## config.mk

```make
export PLATFORM = sky130hd
export DESIGN_NAME = url_percent_encoder_core
export DESIGN_NICKNAME = d
export VERILOG_FILES = /design/src/hw/rtl/ure_pkg.sv /design/src/hw/rtl/ure_queue.sv /design/src/hw/rtl/ure_front.sv /design/src/hw/rtl/ure_back.sv /design/src/hw/rtl/url_percent_encoder_core.sv
export SDC_FILE = /design/constraint.sdc
export NUM_CORES = 1
export LEC_CHECK = 0
export ABC_CLOCK_PERIOD_IN_PS = 4100
export BUFFER_PORTS_ARGS = -buffer_cell sky130_fd_sc_hd__buf_2
export CORE_AREA = 2 2 146 148
export DETAILED_ROUTE_END_ITERATION = 7
export DIE_AREA = 0 0 148 150
export PLACE_DENSITY = 0.57
export SETUP_SLACK_MARGIN = 0.2
export SYNTH_ARGS = -nofsm -noshare
export SYNTH_HDL_FRONTEND = slang
export SYNTH_HIERARCHICAL = 1
export SYNTH_SLANG_ARGS = --single-unit
```

## constraint.sdc

```tcl
create_clock -name clk -period 4.1 [get_ports clk]
set_input_delay 1.23 -clock clk [delete_from_list [all_inputs] [get_ports clk]]
set_output_delay 1.23 -clock clk [all_outputs]
set_load 0.005 [all_outputs]
```

## src/hw/rtl/ure_pkg.sv

```systemverilog
// ----------------------------------------------------------------------------
// ure_pkg
// Types, character constants and helpers shared by the URL encoder modules.
// ----------------------------------------------------------------------------
package ure_pkg;

  localparam logic [7:0] CH_PCT   = 8'h25;
  localparam logic [7:0] CH_TWO   = 8'h32;
  localparam logic [7:0] CH_FIVE  = 8'h35;
  localparam logic [7:0] CH_ZERO  = 8'h30;
  localparam logic [7:0] CH_NINE  = 8'h39;
  localparam logic [7:0] CH_UP_A  = 8'h41;
  localparam logic [7:0] CH_UP_F  = 8'h46;
  localparam logic [7:0] CH_UP_Z  = 8'h5A;
  localparam logic [7:0] CH_LOW_A = 8'h61;
  localparam logic [7:0] CH_LOW_F = 8'h66;
  localparam logic [7:0] CH_LOW_Z = 8'h7A;
  localparam logic [7:0] CH_TILDE = 8'h7E;
  localparam logic [7:0] CH_AT    = 8'h40;
  localparam logic [7:0] CH_QMARK = 8'h3F;

  localparam logic [127:0] HEX_STR = "0123456789ABCDEF";

  // Output slots of one command, emitted in ascending order when enabled.
  localparam int SLOT_COUNT = 13;
  localparam logic [3:0] SLOT_PRE_PCT    = 4'd0;   // "%25" for a dropped held '%'
  localparam logic [3:0] SLOT_PRE_TWO    = 4'd1;
  localparam logic [3:0] SLOT_PRE_FIVE   = 4'd2;
  localparam logic [3:0] SLOT_PAIR_PCT   = 4'd3;   // '%' of a valid escape
  localparam logic [3:0] SLOT_OLD_DIGIT  = 4'd4;   // previously held hex digit
  localparam logic [3:0] SLOT_RAW        = 4'd5;   // input byte as is
  localparam logic [3:0] SLOT_ESC_PCT    = 4'd6;   // input byte escaped
  localparam logic [3:0] SLOT_ESC_HI     = 4'd7;
  localparam logic [3:0] SLOT_ESC_LO     = 4'd8;
  localparam logic [3:0] SLOT_TAIL_PCT   = 4'd9;   // flush of a '%' held at end
  localparam logic [3:0] SLOT_TAIL_TWO   = 4'd10;
  localparam logic [3:0] SLOT_TAIL_FIVE  = 4'd11;
  localparam logic [3:0] SLOT_TAIL_DIGIT = 4'd12;  // flush of a digit held at end

  typedef logic [SLOT_COUNT-1:0] slot_mask_t;

  typedef struct packed {
    slot_mask_t  mask;
    logic [7:0]  old_digit;
    logic [7:0]  data;
    logic        last;
  } ure_cmd_t;

  typedef enum logic [2:0] {
    HOLD_NONE  = 3'b001,
    HOLD_PCT   = 3'b010,
    HOLD_DIGIT = 3'b100
  } hold_state_t;

  function automatic logic [7:0] hex_char(input logic [3:0] nib);
    hex_char = HEX_STR[{~nib, 3'b000} +: 8];
  endfunction

  function automatic logic is_hex(input logic [7:0] c);
    case (c) inside
      [CH_ZERO:CH_NINE], [CH_UP_A:CH_UP_F], [CH_LOW_A:CH_LOW_F]: is_hex = 1'b1;
      default:                                                  is_hex = 1'b0;
    endcase
  endfunction

  // Letters, digits and the unreserved/reserved punctuation that passes as is.
  function automatic logic passes(input logic [7:0] c);
    case (c) inside
      [CH_ZERO:CH_NINE], [CH_UP_A:CH_UP_Z], [CH_LOW_A:CH_LOW_Z]: passes = 1'b1;
      // ! $ & ' ( ) * + , - . /
      8'h21, 8'h24, [8'h26:8'h2F]:                                passes = 1'b1;
      // : ; = [ ] _
      8'h3A, 8'h3B, 8'h3D, 8'h5B, 8'h5D, 8'h5F:                  passes = 1'b1;
      CH_QMARK, CH_AT, CH_TILDE:                                  passes = 1'b1;
      default:                                                    passes = 1'b0;
    endcase
  endfunction

endpackage

```

## src/hw/rtl/ure_queue.sv

```systemverilog
// ----------------------------------------------------------------------------
// ure_queue
// Small register FIFO of encode commands between the front and back ends.
// ----------------------------------------------------------------------------
module ure_queue #(
  parameter int DEPTH = 4
) (
  input  logic              clk,
  input  logic              rst_n,
  input  logic              push,
  input  ure_pkg::ure_cmd_t push_cmd,
  output logic              full,
  input  logic              pop,
  output ure_pkg::ure_cmd_t head_cmd,
  output logic              empty
);
  import ure_pkg::*;

  localparam int PW = (DEPTH > 1) ? $clog2(DEPTH) : 1;
  localparam int CW = $clog2(DEPTH + 1);

  ure_cmd_t        mem_r [DEPTH];
  logic [PW-1:0]   wr_ptr_r, wr_ptr_nxt;
  logic [PW-1:0]   rd_ptr_r, rd_ptr_nxt;
  logic [CW-1:0]   count_r, count_nxt;
  logic            do_push, do_pop;

  assign full     = (count_r == CW'(DEPTH));
  assign empty    = (count_r == '0);
  assign head_cmd = mem_r[rd_ptr_r];
  assign do_push  = push && !full;
  assign do_pop   = pop && !empty;

  always_comb begin
    wr_ptr_nxt = wr_ptr_r;
    rd_ptr_nxt = rd_ptr_r;
    count_nxt  = count_r;
    if (do_push) begin
      wr_ptr_nxt = (wr_ptr_r == PW'(DEPTH - 1)) ? '0 : wr_ptr_r + 1'b1;
    end
    if (do_pop) begin
      rd_ptr_nxt = (rd_ptr_r == PW'(DEPTH - 1)) ? '0 : rd_ptr_r + 1'b1;
    end
    if (do_push && !do_pop) begin
      count_nxt = count_r + 1'b1;
    end else if (do_pop && !do_push) begin
      count_nxt = count_r - 1'b1;
    end
  end

  always_ff @(posedge clk) begin
    if (!rst_n) begin
      wr_ptr_r <= '0;
      rd_ptr_r <= '0;
      count_r  <= '0;
    end else begin
      wr_ptr_r <= wr_ptr_nxt;
      rd_ptr_r <= rd_ptr_nxt;
      count_r  <= count_nxt;
    end
  end

  always_ff @(posedge clk) begin
    if (do_push) begin
      mem_r[wr_ptr_r] <= push_cmd;
    end
  end

endmodule

```

## src/hw/rtl/ure_front.sv

```systemverilog
// ----------------------------------------------------------------------------
// ure_front
// Accepts input bytes, tracks the held '%' and digit, and turns each byte
// into a command that enables the output slots it produces.
// ----------------------------------------------------------------------------
module ure_front (
  input  logic              clk,
  input  logic              rst_n,
  input  logic              in_tvalid,
  output logic              in_tready,
  input  logic [7:0]        in_tdata,
  input  logic              in_tlast,
  output logic              push,
  output ure_pkg::ure_cmd_t push_cmd,
  input  logic              q_full
);
  import ure_pkg::*;

  hold_state_t hold_r, hold_nxt, hold_after;
  logic [7:0]  digit_r, digit_nxt;
  slot_mask_t  mask, fresh_mask, pre_mask, tail_mask;
  logic        accept, b_hex, b_pct;
  hold_state_t fresh_hold;

  assign in_tready = !q_full;
  assign accept    = in_tvalid && !q_full;
  assign b_hex     = is_hex(in_tdata);
  assign b_pct     = (in_tdata == CH_PCT);

  always_comb begin
    fresh_mask = '0;
    fresh_hold = HOLD_NONE;
    if (b_pct) begin
      fresh_hold = HOLD_PCT;
    end else if (passes(in_tdata)) begin
      fresh_mask[SLOT_RAW] = 1'b1;
    end else begin
      fresh_mask[SLOT_ESC_PCT] = 1'b1;
      fresh_mask[SLOT_ESC_HI]  = 1'b1;
      fresh_mask[SLOT_ESC_LO]  = 1'b1;
    end

    pre_mask = '0;
    pre_mask[SLOT_PRE_PCT]  = 1'b1;
    pre_mask[SLOT_PRE_TWO]  = 1'b1;
    pre_mask[SLOT_PRE_FIVE] = 1'b1;

    tail_mask = '0;
    tail_mask[SLOT_TAIL_PCT]  = 1'b1;
    tail_mask[SLOT_TAIL_TWO]  = 1'b1;
    tail_mask[SLOT_TAIL_FIVE] = 1'b1;
  end

  always_comb begin
    mask       = '0;
    hold_after = HOLD_NONE;
    digit_nxt  = digit_r;
    unique case (hold_r)
      HOLD_NONE: begin
        mask       = fresh_mask;
        hold_after = fresh_hold;
      end
      HOLD_PCT: begin
        if (b_hex) begin
          hold_after = HOLD_DIGIT;
          digit_nxt  = in_tdata;
        end else begin
          mask       = pre_mask | fresh_mask;
          hold_after = fresh_hold;
        end
      end
      HOLD_DIGIT: begin
        if (b_hex) begin
          mask[SLOT_PAIR_PCT]  = 1'b1;
          mask[SLOT_OLD_DIGIT] = 1'b1;
          mask[SLOT_RAW]       = 1'b1;
        end else begin
          mask                 = pre_mask | fresh_mask;
          mask[SLOT_OLD_DIGIT] = 1'b1;
          hold_after           = fresh_hold;
        end
      end
      default: begin
        mask       = '0;
        hold_after = HOLD_NONE;
      end
    endcase

    hold_nxt = hold_after;
    if (in_tlast) begin
      // flush whatever is still held; a held digit is always this byte
      if (hold_after != HOLD_NONE) begin
        mask = mask | tail_mask;
      end
      if (hold_after == HOLD_DIGIT) begin
        mask[SLOT_TAIL_DIGIT] = 1'b1;
      end
      hold_nxt  = HOLD_NONE;
      digit_nxt = '0;
    end
  end

  assign push               = accept && (mask != '0);
  assign push_cmd.mask      = mask;
  assign push_cmd.old_digit = digit_r;
  assign push_cmd.data      = in_tdata;
  assign push_cmd.last      = in_tlast;

  always_ff @(posedge clk) begin
    if (!rst_n) begin
      hold_r  <= HOLD_NONE;
      digit_r <= '0;
    end else if (accept) begin
      hold_r  <= hold_nxt;
      digit_r <= digit_nxt;
    end
  end

endmodule

```

## src/hw/rtl/ure_back.sv

```systemverilog
// ----------------------------------------------------------------------------
// ure_back
// Expands queued commands into output bytes, one enabled slot per cycle
// while the output is not stalled, into a registered output stage.
// ----------------------------------------------------------------------------
module ure_back (
  input  logic              clk,
  input  logic              rst_n,
  input  logic              q_empty,
  input  ure_pkg::ure_cmd_t q_head,
  output logic              q_pop,
  output logic              out_tvalid,
  input  logic              out_tready,
  output logic [7:0]        out_tdata,
  output logic              out_tlast
);
  import ure_pkg::*;

  ure_cmd_t   cur_r, cur_nxt;
  logic       out_tvalid_r;
  logic [7:0] out_tdata_r;
  logic       out_tlast_r;
  logic       can_emit;
  logic [3:0] slot_idx;
  slot_mask_t mask_after;
  logic [7:0] slot_byte;

  assign out_tvalid = out_tvalid_r;
  assign out_tdata  = out_tdata_r;
  assign out_tlast  = out_tlast_r;

  // lowest enabled slot goes first
  always_comb begin
    slot_idx = '0;
    for (int i = SLOT_COUNT - 1; i >= 0; i--) begin
      if (cur_r.mask[i]) begin
        slot_idx = 4'(i);
      end
    end
  end

  assign can_emit   = (cur_r.mask != '0) && (!out_tvalid_r || out_tready);
  assign mask_after = can_emit ? (cur_r.mask & (cur_r.mask - 1'b1)) : cur_r.mask;
  assign q_pop      = (mask_after == '0) && !q_empty;

  always_comb begin
    cur_nxt      = cur_r;
    cur_nxt.mask = mask_after;
    if (q_pop) begin
      cur_nxt = q_head;
    end
  end

  always_comb begin
    unique case (slot_idx) inside
      SLOT_PRE_PCT, SLOT_PAIR_PCT, SLOT_ESC_PCT, SLOT_TAIL_PCT: slot_byte = CH_PCT;
      SLOT_PRE_TWO, SLOT_TAIL_TWO:                              slot_byte = CH_TWO;
      SLOT_PRE_FIVE, SLOT_TAIL_FIVE:                            slot_byte = CH_FIVE;
      SLOT_OLD_DIGIT:                                           slot_byte = cur_r.old_digit;
      SLOT_ESC_HI:                                    slot_byte = hex_char(cur_r.data[7:4]);
      SLOT_ESC_LO:                                    slot_byte = hex_char(cur_r.data[3:0]);
      default:                                                  slot_byte = cur_r.data;
    endcase
  end

  always_ff @(posedge clk) begin
    if (!rst_n) begin
      cur_r        <= '0;
      out_tvalid_r <= 1'b0;
    end else begin
      cur_r <= cur_nxt;
      if (can_emit) begin
        out_tvalid_r <= 1'b1;
      end else if (out_tready) begin
        out_tvalid_r <= 1'b0;
      end
    end
  end

  always_ff @(posedge clk) begin
    if (can_emit) begin
      out_tdata_r <= slot_byte;
      out_tlast_r <= cur_r.last && (mask_after == '0);
    end
  end

endmodule

```

## src/hw/rtl/url_percent_encoder_core.sv

```systemverilog
// ----------------------------------------------------------------------------
// url_percent_encoder_core
// Streaming URL percent-encoder: one raw byte in, zero to seven encoded
// bytes out, with the end-of-string mark carried to the last encoded byte.
// ----------------------------------------------------------------------------
// Input channel in_*: one string byte per request, in_tlast on its final byte.
// Output channel out_*: one encoded byte per request, out_tlast on the final
// encoded byte of the string.
// The front end takes a request in any cycle in which the command queue has
// room and turns it into a slot mask; a '%' or a '%' plus one hex digit may be
// held back until the following byte shows whether they form an escape.
// The back end drains one slot per cycle into the output register unless
// out_tready holds it back; an item yields as many bytes as its mask enables:
// 1 for a pass-through byte, 3 for an escaped one, up to 7.
// A request passes a queue entry and cur_r before reaching the output register.
// Reset (rst_n low, synchronous) empties the queue and drops any held bytes.
// While out_tready is low the output byte holds; the queue of QUEUE_DEPTH
// commands keeps taking input until full, then in_tready drops.
// ----------------------------------------------------------------------------
module url_percent_encoder_core #(
  parameter int QUEUE_DEPTH = 4
) (
  input  logic       clk,
  input  logic       rst_n,
  input  logic       in_tvalid,
  output logic       in_tready,
  input  logic [7:0] in_tdata,   // [7:0] in_byte
  input  logic       in_tlast,
  output logic       out_tvalid,
  input  logic       out_tready,
  output logic [7:0] out_tdata,  // [7:0] out_byte
  output logic       out_tlast
);
  import ure_pkg::*;

  logic     q_push, q_full, q_pop, q_empty;
  ure_cmd_t q_push_cmd, q_head_cmd;

  ure_front u_front (
    .clk       (clk),
    .rst_n     (rst_n),
    .in_tvalid (in_tvalid),
    .in_tready (in_tready),
    .in_tdata  (in_tdata),
    .in_tlast  (in_tlast),
    .push      (q_push),
    .push_cmd  (q_push_cmd),
    .q_full    (q_full)
  );

  ure_queue #(
    .DEPTH (QUEUE_DEPTH)
  ) u_queue (
    .clk      (clk),
    .rst_n    (rst_n),
    .push     (q_push),
    .push_cmd (q_push_cmd),
    .full     (q_full),
    .pop      (q_pop),
    .head_cmd (q_head_cmd),
    .empty    (q_empty)
  );

  ure_back u_back (
    .clk        (clk),
    .rst_n      (rst_n),
    .q_empty    (q_empty),
    .q_head     (q_head_cmd),
    .q_pop      (q_pop),
    .out_tvalid (out_tvalid),
    .out_tready (out_tready),
    .out_tdata  (out_tdata),
    .out_tlast  (out_tlast)
  );

endmodule

```

==> impl_metrics.xml <==
<?xml version="1.0" encoding="UTF-8"?>
<metrics>
  <group name="yosys">
    <metric name="syn_area_per_cell" unit="sq um">13.1</metric>
    <metric name="fraction_of_registers_with_async_set_or_reset_after_synthesis" unit="%">0</metric>
    <metric name="synth_cells" unit="">620</metric>
    <metric name="syn-num-nets" unit="">641</metric>
    <metric name="synth_edf_count" unit="">129</metric>
    <metric name="yosys_register_bits" unit="">180</metric>
    <metric name="synth_cell_types" unit="">76</metric>
    <metric name="synth-warning-count" unit="">6</metric>
    <metric name="synth_area" unit="sq um">8110</metric>
    <metric name="seq_area_frac_synth" unit="%">60.3</metric>
    <metric name="ys.flop_type" unit="">sky130_fd_sc_hd__edfxtp_1</metric>
  </group>
  <group name="global_route">
    <metric name="grt_pass1_wl" unit="um">26300</metric>
    <metric name="antenna_found_initial" unit="">0</metric>
    <metric name="maximum_number_of_pins_on_one_net_before_global_route_repair" unit="">47</metric>
    <metric name="grt_pass1_vias" unit="">4946</metric>
    <metric name="global_route.overflow_total" unit="">0</metric>
    <metric name="gr-usage-all-layers" unit="%">15.3</metric>
  </group>
  <group name="setup_path">
    <metric name="end_kind" unit="">flop</metric>
    <metric name="critPathMostFrequentCell" unit="">sky130_fd_sc_hd__nand2_1</metric>
    <metric name="cp_cell_sequence" unit="">buf_2 -&gt; buf_4 -&gt; nor3b_1 -&gt; nand3_1 -&gt; o41ai_4 -&gt; nand2_1 -&gt; a311o_1 -&gt; nand2_1 -&gt; nor2b_1 -&gt; ha_4 -&gt; inv_1 -&gt; fa_2 -&gt; xor2_1 -&gt; or3_1 -&gt; a21boi_1</metric>
    <metric name="setup.reg_to_reg.worst_slack" unit="ns">0.48</metric>
    <metric name="crit_type" unit="">input pin to flop</metric>
    <metric name="crit_required" unit="ns">4.45</metric>
    <metric name="maximum_net_fanout_on_the_critical_path" unit="">9</metric>
    <metric name="timing.rr.start" unit="">u_back/cur_r[19]</metric>
    <metric name="r2r_end" unit="">u_queue/count_r[2]</metric>
    <metric name="timing.critical_path.slowest_cell_delay" unit="ns">0.37</metric>
    <metric name="critical-path-top-delay-family" unit="">simple AND/OR/NAND/NOR gates</metric>
    <metric name="critical_path_buf_inv_count" unit="">3</metric>
    <metric name="crit_path_start_kind" unit="">input pin</metric>
    <metric name="cp.arrival" unit="ns">4.06</metric>
    <metric name="critical_path.slowest_cell" unit="">sky130_fd_sc_hd__nor3b_1</metric>
    <metric name="r2r_cells" unit="">14</metric>
  </group>
  <group name="clock_network">
    <metric name="cts_buffers" unit="">17</metric>
    <metric name="root_buffer" unit="">sky130_fd_sc_hd__clkbuf_16</metric>
    <metric name="clock_path_buffers" unit="">2</metric>
    <metric name="htree_num_levels" unit="">4</metric>
    <metric name="worst_skew_late_latency" unit="ns">0.42</metric>
    <metric name="post_cts_hold_buffer_count" unit="">0</metric>
    <metric name="clk_transition_reported_paths" unit="ns">0.06</metric>
    <metric name="clock-sinks" unit="">180</metric>
    <metric name="cts_tree" unit="">built</metric>
  </group>
  <group name="die">
    <metric name="placement_rows" unit="">53</metric>
    <metric name="die_w" unit="um">148</metric>
    <metric name="coreArea" unit="sq um">20700</metric>
    <metric name="die_height" unit="um">150</metric>
    <metric name="initial_core_util" unit="%">39.2</metric>
    <metric name="die-area" unit="sq um">22200</metric>
    <metric name="top_level_ports" unit="">24</metric>
  </group>
  <group name="place">
    <metric name="hpwl" unit="um">10500</metric>
    <metric name="gp_routability_congestion" unit="">0.894</metric>
    <metric name="port_buffers" unit="">23</metric>
    <metric name="place_worst_setup_slack" unit="ns">-0.0143</metric>
    <metric name="placedInstanceArea" unit="sq um">8540</metric>
  </group>
  <group name="timing">
    <metric name="min_period_over_period" unit="%">90.4</metric>
    <metric name="slew_violations" unit="">0</metric>
    <metric name="finalSetupTns" unit="ns">0</metric>
    <metric name="slew_headroom" unit="%">26.2</metric>
    <metric name="final.setup_skew" unit="ns">0.00891</metric>
    <metric name="finalCriticalPeriod" unit="ns">3.71</metric>
    <metric name="timing.hold.ws" unit="ns">0.465</metric>
    <metric name="tightest_slew" unit="ns">1.11</metric>
    <metric name="fmaxAchievable" unit="MHz">270</metric>
    <metric name="setup_viol" unit="">0</metric>
    <metric name="hold_violations" unit="">0</metric>
    <metric name="final_critical_path_setup_slack" unit="ns">0.394</metric>
    <metric name="grt_setup_unrepaired" unit="">false</metric>
  </group>
  <group name="final_layout">
    <metric name="final_core_util" unit="%">44.0</metric>
    <metric name="antenna_cells_inserted" unit="">0</metric>
    <metric name="fin_nets" unit="">661</metric>
    <metric name="finish.instance_area" unit="sq um">9110</metric>
    <metric name="area.growth.synth_to_final" unit="%">12.2</metric>
    <metric name="post_route_cells_drive_above_1_share" unit="%">19.9</metric>
  </group>
  <group name="route">
    <metric name="met2WireLength" unit="um">7690</metric>
    <metric name="vias" unit="">5037</metric>
    <metric name="route.layer.met1.wl" unit="um">7600</metric>
    <metric name="amount_of_wire_on_met3_after_detailed_routing" unit="um">693</metric>
    <metric name="detail_route.drc_violations" unit="">0</metric>
    <metric name="routed_wl" unit="um">16200</metric>
    <metric name="drtAntennaViolNets" unit="">0</metric>
    <metric name="routed.top_layer" unit="">met4</metric>
    <metric name="detailedRoute.firstPassIterationCount" unit="">5</metric>
    <metric name="route.detailed.wl_per_inst" unit="um">17.5</metric>
    <metric name="drt-initial-drc-count" unit="">453</metric>
    <metric name="detail_route.vias_per_cell" unit="">5.43</metric>
  </group>
  <group name="pwr">
    <metric name="power.static_leakage" unit="nW">3.14</metric>
    <metric name="maximum_ir_drop_on_the_vdd_rail" unit="mV">0.297</metric>
    <metric name="power_density" unit="nW/um^2">667</metric>
  </group>
  <group name="hold_path">
    <metric name="hold_path.startpoint" unit="">u_back/cur_r[11]</metric>
    <metric name="hold-path-cell-count" unit="">2</metric>
    <metric name="worst_hold_path.endpoint" unit="">u_back/cur_r[11]</metric>
    <metric name="hold_class" unit="">flop to flop</metric>
  </group>
  <group name="flow_run">
    <metric name="cap_violations" unit="">0</metric>
  </group>
  <group name="outcome">
    <metric name="outcome" unit="">completed</metric>
  </group>
</metrics>
what timing repair did:
action | in CTS | in global routing
buffers inserted | 0 | 0
resized for setup | 0 | 1
setup endpoints to repair | 0 | 2
sequential cells by signal (all words and copies together), names as in the netlist, named ones only:
name,cells
u_queue/mem_r,120
u_back/cur_r,30
u_back/out_tdata,8
u_front/digit_r,8
u_front/hold_r,3
u_queue/count_r,3
u_queue/rd_ptr_r,2
u_queue/wr_ptr_r,2
u_back/out_tlast,1
u_back/out_tvalid,1
report_power, final:
group / internal [W] / total (W) / switching, W
registers: 0.00230 / 0.00253 / 0.000230
clock network: 0.000881 / 0.00152 / 0.000641
logic: 0.000874 / 0.00202 / 0.00115
total: 0.00406 / 0.00608 / 0.00202
cells by family (layout without fill, tap and decap cells):
kind of cell / after synthesis / count (layout) / synth area share (%)
and+or+nand+nor: 199 / 199 / 11.7
xor gates and xnor gates: 4 / 4 / 0.432
adders and majority gates: 9 / 9 / 1.45
muxes: 57 / 57 / 11.8
AOI/OAI and AO/OA: 110 / 110 / 9.51
DFF: 180 / 180 / 60.3
buffers and inverters: 61 / 94 / 4.73
how the worst max path moves through the flow:
stage | start | endpoint | slack, ns | cells after the start
finish | in_tdata[6] | u_queue/count_r[2] | 0.39 | 15
CTS | u_back/cur_r[19] | u_queue/count_r[2] | 0.42 | 14
global route | in_tdata[6] | u_queue/count_r[2] | 0.23 | 15
detailed placement | in_tdata[6] | u_queue/count_r[2] | -0.01 | 15
global placement | in_tdata[7] | u_queue/count_r[2] | 0.01 | 13
floorplan | in_tdata[4] | u_queue/count_r[2] | 0.03 | 15
metal layers:
layer	global-route usage (%)	up-vias
met4	4.81	0
li1	-	2379
met2	24.4	135
met3	3.23	19
met1	21.2	2504
met5	0	-
per-stage QoR:
step	total power, W	instances
2_1_floorplan	0.00411	620
3_3_place_gp	0.00453	896
3_5_place_dp	0.00457	896
4_1_cts	0.00610	928
5_1_grt	0.00645	928
6_report	0.00608	928
placed cells by master (no fill, tap or decap), types with 6 or more instances in the layout:
| cell | n |
|---|---|
| sky130_fd_sc_hd__edfxtp_1 | 129 |
| sky130_fd_sc_hd__nand2_1 | 84 |
| sky130_fd_sc_hd__dfxtp_1 | 49 |
| sky130_fd_sc_hd__nor2_1 | 33 |
| sky130_fd_sc_hd__mux4_2 | 27 |
| sky130_fd_sc_hd__o21ai_0 | 24 |
| sky130_fd_sc_hd__mux2i_1 | 24 |
| sky130_fd_sc_hd__buf_2 | 23 |
| sky130_fd_sc_hd__buf_4 | 20 |
| sky130_fd_sc_hd__nand3_1 | 18 |
| sky130_fd_sc_hd__a21oi_1 | 18 |
| sky130_fd_sc_hd__clkbuf_16 | 17 |
| sky130_fd_sc_hd__inv_1 | 13 |
| sky130_fd_sc_hd__nor2b_1 | 12 |
| sky130_fd_sc_hd__nor3_1 | 10 |
| sky130_fd_sc_hd__a21boi_1 | 8 |
| sky130_fd_sc_hd__o22ai_1 | 7 |
| sky130_fd_sc_hd__ha_1 | 6 |
worst register-to-register path: stages (launching register included):
cell	delay [ns]
sky130_fd_sc_hd__dfxtp_1	0.41
sky130_fd_sc_hd__or4_4	0.58
sky130_fd_sc_hd__o41a_1	0.40
sky130_fd_sc_hd__o21a_1	0.19
sky130_fd_sc_hd__o22ai_2	0.14
sky130_fd_sc_hd__o2111ai_1	0.17
sky130_fd_sc_hd__or3_1	0.52
sky130_fd_sc_hd__inv_12	0.10
sky130_fd_sc_hd__o31ai_2	0.11
sky130_fd_sc_hd__ha_4	0.19
sky130_fd_sc_hd__inv_1	0.06
sky130_fd_sc_hd__fa_2	0.19
sky130_fd_sc_hd__xor2_1	0.07
sky130_fd_sc_hd__or3_1	0.30
sky130_fd_sc_hd__a21boi_1	0.14
area by class of cell:
| type | count | area, sq um |
|---|---|---|
| fill | 1918 | 11600 |
| sequential | 180 | 4900 |
| multi-input combinational | 379 | 2880 |
| clock buffer | 23 | 478 |
| timing repair buffer | 48 | 365 |
| tap | 275 | 344 |
| clock inverter | 9 | 80.1 |
| inverter | 14 | 65.1 |
synthesized netlist by cell type, drive strengths merged (3+ instances only):
master | number | area (sq um)
mux2i | 24 | 240
inv | 14 | 65.1
nor3 | 10 | 50.1
or3 | 4 | 25.0
and2 | 5 | 31.3
o211ai | 4 | 30.0
a22oi | 3 | 22.5
o22ai | 8 | 56.3
mux4 | 30 | 687
o21a | 3 | 22.5
nand2 | 84 | 315
edfxtp | 129 | 3870
nor3b | 5 | 42.5
dfxtp | 51 | 1020
xnor2 | 3 | 26.3
nor2 | 33 | 124
and3 | 3 | 18.8
o31ai | 5 | 37.5
a21oi | 19 | 95.1
mux2 | 3 | 33.8
a21boi | 10 | 75.1
nor4 | 7 | 43.8
or4 | 4 | 33.8
clkbuf | 15 | 56.3
ha | 7 | 87.6
nor2b | 12 | 75.1
buf | 32 | 263
nand2b | 5 | 31.3
o21ai | 29 | 145
nand3 | 18 | 90.1
Power figures use the tool's default switching activity.
